## src/design/dtd_pkg.sv

```systemverilog
// shared types and constants for the difficulty to target divider
// no dependencies; imported by every module of the block
`default_nettype none

package dtd_pkg;

    localparam int unsigned DIFF_W   = 64;
    localparam int unsigned QUOT_W   = 256;
    localparam int unsigned WORD_W   = 64;
    localparam int unsigned NUM_WORDS = QUOT_W / WORD_W;
    localparam int unsigned CNT_W    = $clog2(QUOT_W);
    localparam int unsigned IDX_W    = $clog2(NUM_WORDS);

    // difficulty-one numerator is 0xffff << 208
    localparam logic [CNT_W-1:0] NUMER_LOW_BIT  = CNT_W'(208);
    localparam logic [CNT_W-1:0] NUMER_HIGH_BIT = CNT_W'(223);
    localparam logic [IDX_W-1:0] LAST_WORD      = IDX_W'(NUM_WORDS - 1);

    typedef logic [DIFF_W-1:0] diff_t;
    typedef logic [QUOT_W-1:0] quot_t;
    typedef logic [WORD_W-1:0] word_t;

    typedef struct packed {
        logic busy;
        logic done;
    } div_status_t;

endpackage

`default_nettype wire

```

## src/design/dtd_divider.sv

```systemverilog
// restoring long division of the fixed numerator, one quotient bit per cycle
// depends on dtd_pkg
`default_nettype none

module dtd_divider (
    input  wire logic          clk,
    input  wire logic          rst_n,
    input  wire logic          start,
    input  wire dtd_pkg::diff_t divisor,
    output dtd_pkg::div_status_t status,
    output dtd_pkg::quot_t     quotient
);
    import dtd_pkg::*;

    typedef enum logic [1:0] {
        ST_IDLE,
        ST_RUN,
        ST_DONE
    } state_t;

    state_t           state_reg;
    logic [CNT_W-1:0] cnt_reg;
    diff_t            rem_reg;
    diff_t            d_reg;
    quot_t            q_reg;

    logic             numer_bit;
    diff_t            shifted;
    logic [DIFF_W:0]  trial;
    logic             ge;
    diff_t            rem_next;

    always_comb
    begin
        numer_bit = (cnt_reg inside {[NUMER_LOW_BIT:NUMER_HIGH_BIT]});
        shifted   = {rem_reg[DIFF_W-2:0], numer_bit};
        // top bit of the rem shift acts as a carry; borrow shows in the msb
        trial     = {rem_reg[DIFF_W-1], shifted} - {1'b0, d_reg};
        ge        = ~trial[DIFF_W];
        rem_next  = ge ? trial[DIFF_W-1:0] : shifted;
    end

    always_ff @(posedge clk or negedge rst_n)
    begin
        if (!rst_n)
        begin
            state_reg <= ST_IDLE;
            cnt_reg   <= '0;
        end
        else
        begin
            case (state_reg)
                ST_IDLE:
                begin
                    if (start)
                    begin
                        d_reg   <= divisor;
                        rem_reg <= '0;
                        cnt_reg <= CNT_W'(QUOT_W - 1);
                        if (divisor == '0)
                        begin
                            q_reg     <= '1;
                            state_reg <= ST_DONE;
                        end
                        else
                        begin
                            state_reg <= ST_RUN;
                        end
                    end
                end
                ST_RUN:
                begin
                    rem_reg <= rem_next;
                    q_reg   <= {q_reg[QUOT_W-2:0], ge};
                    cnt_reg <= cnt_reg - 1'b1;
                    if (cnt_reg == '0)
                    begin
                        state_reg <= ST_DONE;
                    end
                end
                ST_DONE:
                begin
                    state_reg <= ST_IDLE;
                end
                default:
                begin
                    state_reg <= ST_IDLE;
                end
            endcase
        end
    end

    assign status.busy = (state_reg != ST_IDLE);
    assign status.done = (state_reg == ST_DONE);
    assign quotient    = q_reg;

endmodule

`default_nettype wire

```

## src/design/dtd_word_out.sv

```systemverilog
// splits the 256-bit target into four 64-bit beats, least significant first
// depends on dtd_pkg
`default_nettype none

module dtd_word_out (
    input  wire logic           clk,
    input  wire logic           rst_n,
    input  wire logic           load,
    input  wire dtd_pkg::quot_t quotient,
    output logic                active,
    output logic [dtd_pkg::IDX_W-1:0] word_index,
    output dtd_pkg::word_t      target_word,
    output logic                last
);
    import dtd_pkg::*;

    logic             active_reg;
    logic [IDX_W-1:0] idx_reg;
    quot_t            buf_reg;

    always_ff @(posedge clk or negedge rst_n)
    begin
        if (!rst_n)
        begin
            active_reg <= 1'b0;
            idx_reg    <= '0;
        end
        else if (load)
        begin
            active_reg <= 1'b1;
            idx_reg    <= '0;
            buf_reg    <= quotient;
        end
        else if (active_reg)
        begin
            buf_reg <= buf_reg >> WORD_W;
            idx_reg <= idx_reg + 1'b1;
            if (idx_reg == LAST_WORD)
            begin
                active_reg <= 1'b0;
            end
        end
    end

    assign active      = active_reg;
    assign word_index  = idx_reg;
    assign target_word = buf_reg[WORD_W-1:0];
    assign last        = (idx_reg == LAST_WORD);

endmodule

`default_nettype wire

```

## src/design/difficulty_to_target_divider.sv

```systemverilog
// top level of the difficulty to target divider
// depends on dtd_pkg, dtd_divider and dtd_word_out
//
// usage:
//   a command is taken at a rising edge with start high and busy low; the
//   difficulty port is sampled then. the block returns the 256-bit target
//   floor((0xffff << 208) / difficulty) as four beats on target_word, one
//   per cycle, marked by strobe held high across them, word_index 0
//   (least significant) first; last is high on the word_index 3 beat.
//   a difficulty of zero gives an all-ones target.
// timing:
//   a nonzero difficulty runs through the restoring divider (one
//   quotient bit per cycle through a 64-bit trial subtract), the done
//   state hands the quotient over to the word output, then the beats
//   follow: busy falls after the last beat, so a new command is taken
//   only once all four beats of the last one are out. zero difficulty
//   skips the division and goes straight to the done state.
// reset:
//   rst_n is asynchronous, active low; it drops any command in progress
//   and clears strobe and busy. the receiver cannot stall, so beats are
//   never held back.
`default_nettype none

module difficulty_to_target_divider (
    input  wire logic                     clk,
    input  wire logic                     rst_n,
    input  wire logic                     start,
    output logic                          busy,
    input  wire dtd_pkg::diff_t           difficulty,
    output logic                          strobe,
    output logic [dtd_pkg::IDX_W-1:0]     word_index,
    output dtd_pkg::word_t                target_word,
    output logic                          last
);
    import dtd_pkg::*;

    div_status_t div_status;
    quot_t       quotient;
    logic        out_active;

    dtd_divider u_divider (
        .clk      (clk),
        .rst_n    (rst_n),
        .start    (start & ~busy),
        .divisor  (difficulty),
        .status   (div_status),
        .quotient (quotient)
    );

    dtd_word_out u_word_out (
        .clk         (clk),
        .rst_n       (rst_n),
        .load        (div_status.done),
        .quotient    (quotient),
        .active      (out_active),
        .word_index  (word_index),
        .target_word (target_word),
        .last        (last)
    );

    assign busy   = div_status.busy | out_active;
    assign strobe = out_active;

endmodule

`default_nettype wire
```

## config.mk

```make
export PLATFORM = sky130hd
export DESIGN_NAME = difficulty_to_target_divider
export DESIGN_NICKNAME = d
export VERILOG_FILES = /design/src/design/dtd_pkg.sv /design/src/design/dtd_divider.sv /design/src/design/dtd_word_out.sv /design/src/design/difficulty_to_target_divider.sv
export SDC_FILE = /design/constraint.sdc
export NUM_CORES = 1
export LEC_CHECK = 0
export BUFFER_PORTS_ARGS = -buffer_cell sky130_fd_sc_hd__buf_2
export CAP_MARGIN = 30
export CELL_PAD_IN_SITES_DETAIL_PLACEMENT = 1
export CELL_PAD_IN_SITES_GLOBAL_PLACEMENT = 2
export CORE_ASPECT_RATIO = 0.7
export CORE_MARGIN = 4
export CORE_UTILIZATION = 50
export CTS_BUF_LIST = sky130_fd_sc_hd__clkbuf_4 sky130_fd_sc_hd__clkbuf_8
export DETAILED_ROUTE_END_ITERATION = 8
export GPL_TIMING_DRIVEN = 0
export PLACE_DENSITY = 0.92
export SLEW_MARGIN = 0
export SYNTH_ARGS = -nofsm -noshare
export SYNTH_HDL_FRONTEND = slang
export SYNTH_HIERARCHICAL = 1
export SYNTH_SLANG_ARGS = --single-unit
```

## constraint.sdc

```tcl
create_clock -name clk -period 20.2 [get_ports clk]
set_input_delay 3.03 -clock clk [delete_from_list [all_inputs] [get_ports clk]]
set_output_delay 3.03 -clock clk [all_outputs]
set_load 0.05 [all_outputs]
```

# Yosys cells after proc, flatten, opt, wreduce, memory -nomap -nowiden
# Index checks and enable logic that the tools add are counted.
word_totals:
  reg_bits: 653
  inputBits: 67
  out_inout_bits: 69
  word_cells: 55
op_classes:
  bitwise: 4
  reduce_logical: 13
  add_sub_neg: 3
  n_eq_ne: 6
  order_cmp: 2
  muxes: 19
op_table:
  columns: ["operator", "count"]
  rows:
  - ["2-to-1 mux 256 bit", 4]
  - ["one-hot mux 256 bit (2 select lines)", 1]
  - ["2-to-1 mux 64 bit", 2]
  - ["one-hot mux 64 bit (2 select lines)", 1]
  - ["subtractor 65 x 64 -> 65 bit", 1]
  - ["zero test 64 bit", 1]
  - ["one-hot mux 8 bit (2 select lines)", 1]
  - ["2-to-1 mux 2 bit", 5]
  - [">= comparator 8 bit, second input constant", 1]
  - ["<= comparator 8 bit, second input constant", 1]
  - ["zero test 8 bit", 1]
  - ["2-to-1 mux 8 bit", 1]
  - ["subtractor 8 x 1 -> 8 bit, second input constant", 1]
  - ["!= test 2 x 1 -> 1 bit, second input constant", 3]
  - ["AND reduction 2 bit", 3]
  - ["AND reduction 3 bit", 2]
  - ["nonzero test 2 bit", 3]
  - ["equality test 2 bit, second input constant", 2]
  - ["one-hot mux 2 bit (2 select lines)", 1]
  - ["AND reduction 4 bit", 1]
  - ["2-to-1 mux 1 bit", 3]
  - ["adder 2 x 1 -> 2 bit, second input constant", 1]
  - ["equality test 2 x 1 -> 1 bit, second input constant", 1]
  - ["zero test 2 bit", 1]
  - ["4 further kinds", 5]

# Depth between registers and ports, before layout
depth:
  depth_word: 6
  mapped_depth: 17
  depth_no_buf: 15

# Hierarchy
# The synthesis kept the hierarchy.
modules_own_cells:
  columns: ["mod", "cells_each", "instances", "seq_area_each_um2", "area_each_um2"]
  rows:
  - ["dtd_divider", 1517, 1, 11781.3, 18761.7]
  - ["dtd_word_out", 616, 1, 7762.4, 11632.4]
  - ["difficulty_to_target_divider", 2, 1, 0.0, 13.8]

# Least setup slack after synthesis
# Ideal clock, no wire load.
synth_path:
  path_type: "input to register"
  from: "input difficulty[6]"
  to: "register u_divider.q_reg[0] (netlist: u_divider/quotient[0]) (enable)"
  path_slack_ns: 4.846
  stages: 5
  setup_ns: 0.878
  t_required_ns: 19.322
  t_arrival_ns: 14.476
  n_path_buf: 0
  path_cell_list: "nor4_1 -> nand4_1 -> nor4_1 -> o21ai_0 -> nor2_1"
synth_via:
  elab_chain_cells: 3
synth_rtl:
  columns: ["element", "line_no", "rtl"]
  rows:
  - ["start: declaration", "difficulty_to_target_divider.sv:29", "input wire dtd_pkg::diff_t difficulty,"]
  - ["zero test 64 bit", "dtd_divider.sv:60", "if (divisor == '0)"]
  - ["!= test 2 x 1 -> 1 bit (no source line)", null, null]
  - ["AND reduction 4 bit (no source line)", null, null]
  - ["end signal: assignment", "dtd_divider.sv:74", "q_reg <= {q_reg[QUOT_W-2:0], ge};"]
  - ["end: declaration", "dtd_divider.sv:25", "quot_t q_reg;"]
# No other way between the ends.
# A chain may end at the register's enable or synchronous reset.

# Final worst setup path
layout_path:
  from: "input difficulty[27]"
  to: "register u_divider.q_reg[23] (netlist: u_divider/quotient[23]) (enable)"
# Same word-level chain as after synthesis.

==> impl_metrics.prom <==
# TYPE chip_impl_metric gauge
chip_impl_info{name="outcome",value="finished clean"} 1
chip_impl_metric{name="rows",unit=""} 75
chip_impl_metric{name="power_per_cell_area",unit="nW/um^2"} 149
chip_impl_metric{name="buffer_ports.inserted",unit=""} 135
chip_impl_metric{name="maximum_number_of_pins_on_one_net_before_global_route_repair",unit=""} 75
chip_impl_metric{name="final_core_util",unit="%"} 57.6
chip_impl_metric{name="hold_depth",unit=""} 1
chip_impl_metric{name="areaGrowthSynthToFinish",unit="%"} 13.8
chip_impl_metric{name="finalCritPeriodShare",unit="%"} 31.1
chip_impl_info{name="worstSetupStartpointType",value="input pin"} 1
chip_impl_metric{name="clock_sink_count",unit=""} 653
chip_impl_info{name="grt_setup_unrepaired",value="no"} 1
chip_impl_metric{name="synth.distinct_cells",unit=""} 66
chip_impl_metric{name="drt-met1-wl",unit="um"} 34400
chip_impl_info{name="top_layer_used",value="met4"} 1
chip_impl_metric{name="met2_wirelength",unit="um"} 34200
chip_impl_metric{name="via_count",unit=""} 17800
chip_impl_metric{name="first_pass_grt_wire_length",unit="um"} 115000
chip_impl_metric{name="postCtsHoldBufs",unit=""} 0
chip_impl_metric{name="core_area",unit="sq um"} 60100
chip_impl_metric{name="final-max-slew-violation-count",unit=""} 0
chip_impl_metric{name="antenna_violating_nets_post_route",unit=""} 0
chip_impl_metric{name="clk_latency",unit="ps"} 710
chip_impl_metric{name="achievable-frequency",unit="MHz"} 159
chip_impl_info{name="clock-root-buffer",value="sky130_fd_sc_hd__clkbuf_8"} 1
chip_impl_metric{name="critical_path_required",unit="ps"} 20580
chip_impl_metric{name="gpl.final_weighted_congestion",unit=""} 0.903
chip_impl_metric{name="dp_hpwl",unit="um"} 52300
chip_impl_metric{name="post_cts.resized_instances",unit=""} 0
chip_impl_metric{name="worst-slew-pin-transition",unit="ps"} 980
chip_impl_metric{name="avgRoutedWirePerCell",unit="um"} 22.5
chip_impl_info{name="reg2reg_to",value="u_divider/rem_reg[61]"} 1
chip_impl_metric{name="max_cap_violations",unit=""} 0
chip_impl_info{name="mostFrequentLayoutCell",value="sky130_fd_sc_hd__edfxtp_1"} 1
chip_impl_metric{name="fraction_of_registers_with_async_set_reset",unit="%"} 1.99
chip_impl_metric{name="io-pin-count",unit=""} 136
chip_impl_metric{name="cts_buffers",unit=""} 98
chip_impl_info{name="endpoint_kind",value="flip-flop"} 1
chip_impl_metric{name="route.detailed.vias_per_inst",unit=""} 5.44
chip_impl_metric{name="hold_viol_final",unit=""} 0
chip_impl_metric{name="cellLeakagePower",unit="nW"} 11.7
chip_impl_info{name="crit_type",value="input pin to flip-flop"} 1
chip_impl_metric{name="instances_no_fill",unit=""} 3279
chip_impl_metric{name="dp_cells",unit=""} 3101
chip_impl_metric{name="worstRegToRegCells",unit=""} 17
chip_impl_metric{name="yosys_warnings",unit=""} 6
chip_impl_info{name="min_from",value="u_divider/quotient[192]"} 1
chip_impl_metric{name="irDropWorstVdd",unit="uV"} 62.3
chip_impl_metric{name="grt_use_total",unit="%"} 22.8
chip_impl_metric{name="start_util",unit="%"} 50.6
chip_impl_metric{name="dieArea",unit="sq um"} 64900
chip_impl_metric{name="synthesis.area_per_instance",unit="sq um"} 14.2
chip_impl_metric{name="synth_seq_cells",unit=""} 653
chip_impl_metric{name="clock_tree.htree_level_count",unit=""} 3
chip_impl_metric{name="post-cts-setup-buffers",unit=""} 0
chip_impl_info{name="dominant_cell_type_by_area_after_synthesis",value="sky130_fd_sc_hd__edfxtp_1"} 1
chip_impl_metric{name="met3RoutedLength",unit="um"} 3490
chip_impl_metric{name="cts_max_path_buffers",unit=""} 3
chip_impl_info{name="synth_top_flop_cell",value="sky130_fd_sc_hd__edfxtp_1"} 1
chip_impl_metric{name="die_height",unit="um"} 214
chip_impl_info{name="min_delay_worst_endpoint",value="u_divider/quotient[193]"} 1
chip_impl_metric{name="finalPower",unit="mW"} 5.16
chip_impl_info{name="critical_path.reg2reg.startpoint",value="u_divider/cnt_reg[4]"} 1
chip_impl_metric{name="synth.yosys.seq_area_share",unit="%"} 64.3
chip_impl_metric{name="mappedNetlistNets",unit=""} 2270
chip_impl_metric{name="synthesis.area",unit="sq um"} 30400
chip_impl_metric{name="detail_route.drc_violations",unit=""} 0
chip_impl_metric{name="crit_path_max_fanout",unit=""} 32
chip_impl_metric{name="post_route_cells_drive_above_1_share",unit="%"} 25.0
chip_impl_metric{name="routed_wl",unit="um"} 73600
chip_impl_metric{name="synthesis.instances",unit=""} 2135
chip_impl_metric{name="arrival",unit="ps"} 6660
chip_impl_metric{name="number_of_antenna_violations_at_the_first_check_in_global_routing",unit=""} 3
chip_impl_metric{name="detailedRoute.firstIterationViolations",unit=""} 1383
chip_impl_metric{name="worst_hold_margin",unit="ps"} 524
chip_impl_info{name="top_library_cells_by_usage_in_the_layout_fill_and_taps_aside",value="sky130_fd_sc_hd__edfxtp_1, sky130_fd_sc_hd__nand2b_1, sky130_fd_sc_hd__buf_2"} 1
chip_impl_metric{name="number_of_enable_type_register_cells_in_the_synthesized_netlist",unit=""} 640
chip_impl_info{name="worst_hold_path_type",value="flip-flop to flip-flop"} 1
chip_impl_metric{name="synth_largest_type_area_fraction",unit="%"} 63.2
chip_impl_metric{name="setup_slack_reg_to_reg",unit="ps"} 15070
chip_impl_info{name="synth_top_cells_by_area",value="sky130_fd_sc_hd__edfxtp_1, sky130_fd_sc_hd__mux2_4, sky130_fd_sc_hd__nand2b_1"} 1
chip_impl_metric{name="grt_pass1_vias",unit=""} 19300
chip_impl_metric{name="firstDrtPassIters",unit=""} 5
chip_impl_metric{name="die_width",unit="um"} 303
chip_impl_metric{name="period_needed",unit="ps"} 6270
chip_impl_metric{name="setup_viol",unit=""} 0
chip_impl_metric{name="slew_headroom",unit="%"} 34.6
chip_impl_metric{name="final_nets",unit=""} 2532
chip_impl_info{name="tritoncts",value="built"} 1
chip_impl_metric{name="clkSlewWorstSetupHoldPaths",unit="ps"} 70
chip_impl_metric{name="worst_clock_skew",unit="ps"} 29.3
chip_impl_metric{name="globalRouteOverflowTotal",unit=""} 0
[power breakdown]
part | internal (mW) | switching [mW] | total, mW | leakage (nW)
Sequential | 1.88 | 0.105 | 1.98 | 5.23
Combinational | 0.780 | 1.26 | 2.04 | 5.47
Clock | 0.604 | 0.526 | 1.13 | 1.05
Total | 3.26 | 1.89 | 5.16 | 11.7
[cells in the mapped netlist (all sizes together), types with 16 or more instances]
master	number
a21o	23
a21oi	93
and2	64
buf	97
clkbuf	68
edfxtp	640
ha	67
inv	85
mux2	193
mux2i	57
nand2	71
nand2b	257
nand3	17
nand4	20
nor2	118
nor4	18
o21ai	47
o21bai	16
xnor2	40
xor2	25
[critical path, stage by stage]
cell	delay (ps)
sky130_fd_sc_hd__buf_2	100
sky130_fd_sc_hd__nor4_1	710
sky130_fd_sc_hd__nand4_1	440
sky130_fd_sc_hd__nor4_1	740
sky130_fd_sc_hd__o21ai_0	310
sky130_fd_sc_hd__nor2_4	330
sky130_fd_sc_hd__buf_12	260
sky130_fd_sc_hd__buf_16	200
sky130_fd_sc_hd__buf_12	240
sky130_fd_sc_hd__buf_12	250
[metal layers]
metal / track usage (%) / vias to the layer above
met3: 4.14 / 116
met1: 33.4 / 9078
met4: 5.78 / 0
met5: 0 / -
li1: - / 8204
met2: 35.6 / 428
[worst max path at each step]
| stage | startpoint | endpoint | slack [ps] | cells past startpoint |
|---|---|---|---|---|
| after floorplan | difficulty[6] | u_divider/quotient[0] | 4850 | 5 |
| after global placement | difficulty[47] | u_divider/quotient[19] | -1160 | 6 |
| after detailed placement | difficulty[47] | u_divider/quotient[24] | 12620 | 10 |
| after CTS | difficulty[47] | u_divider/quotient[90] | 13380 | 10 |
| after global routing | difficulty[27] | u_divider/quotient[91] | 13850 | 10 |
| final | difficulty[27] | u_divider/quotient[23] | 13930 | 10 |
[per-stage QoR]
| stage | setup slack (ps) | TNS (ps) | instance area [sq um] |
|---|---|---|---|
| after floorplan | 4850 | 0 | 30400 |
| after global placement | -1160 | -291290 | 32100 |
| after detailed placement | 12620 | 0 | 32600 |
| after CTS | 13380 | 0 | 34600 |
| after global routing | 13850 | 0 | 34600 |
| final | 13930 | 0 | 34600 |
[cell type report]
type,instances,area (sq um)
Tap cell,808,1010
Timing Repair Buffer,162,1180
Sequential cell,653,19500
Fill cell,5865,25400
Antenna cell,2,5.00
Multi-Input combinational cell,1232,9550
Buffer,165,1020
Clock buffer,122,1540
Clock inverter,50,454
Inverter,85,319
[cells by family (layout without fill, tap and decap cells)]
family	after synthesis	count (layout)	share of synthesized area [%]
xor gates and xnor gates	65	65	1.87
buffers and inverters	250	584	4.42
muxes	250	250	10.8
other	0	2	0
AOI/OAI and AO/OA	243	243	5.00
DFF	653	653	64.3
and+or+nand+nor	606	606	10.9
adders and majority gates	68	68	2.82
No activity file was read; power rests on OpenSTA's default activity.
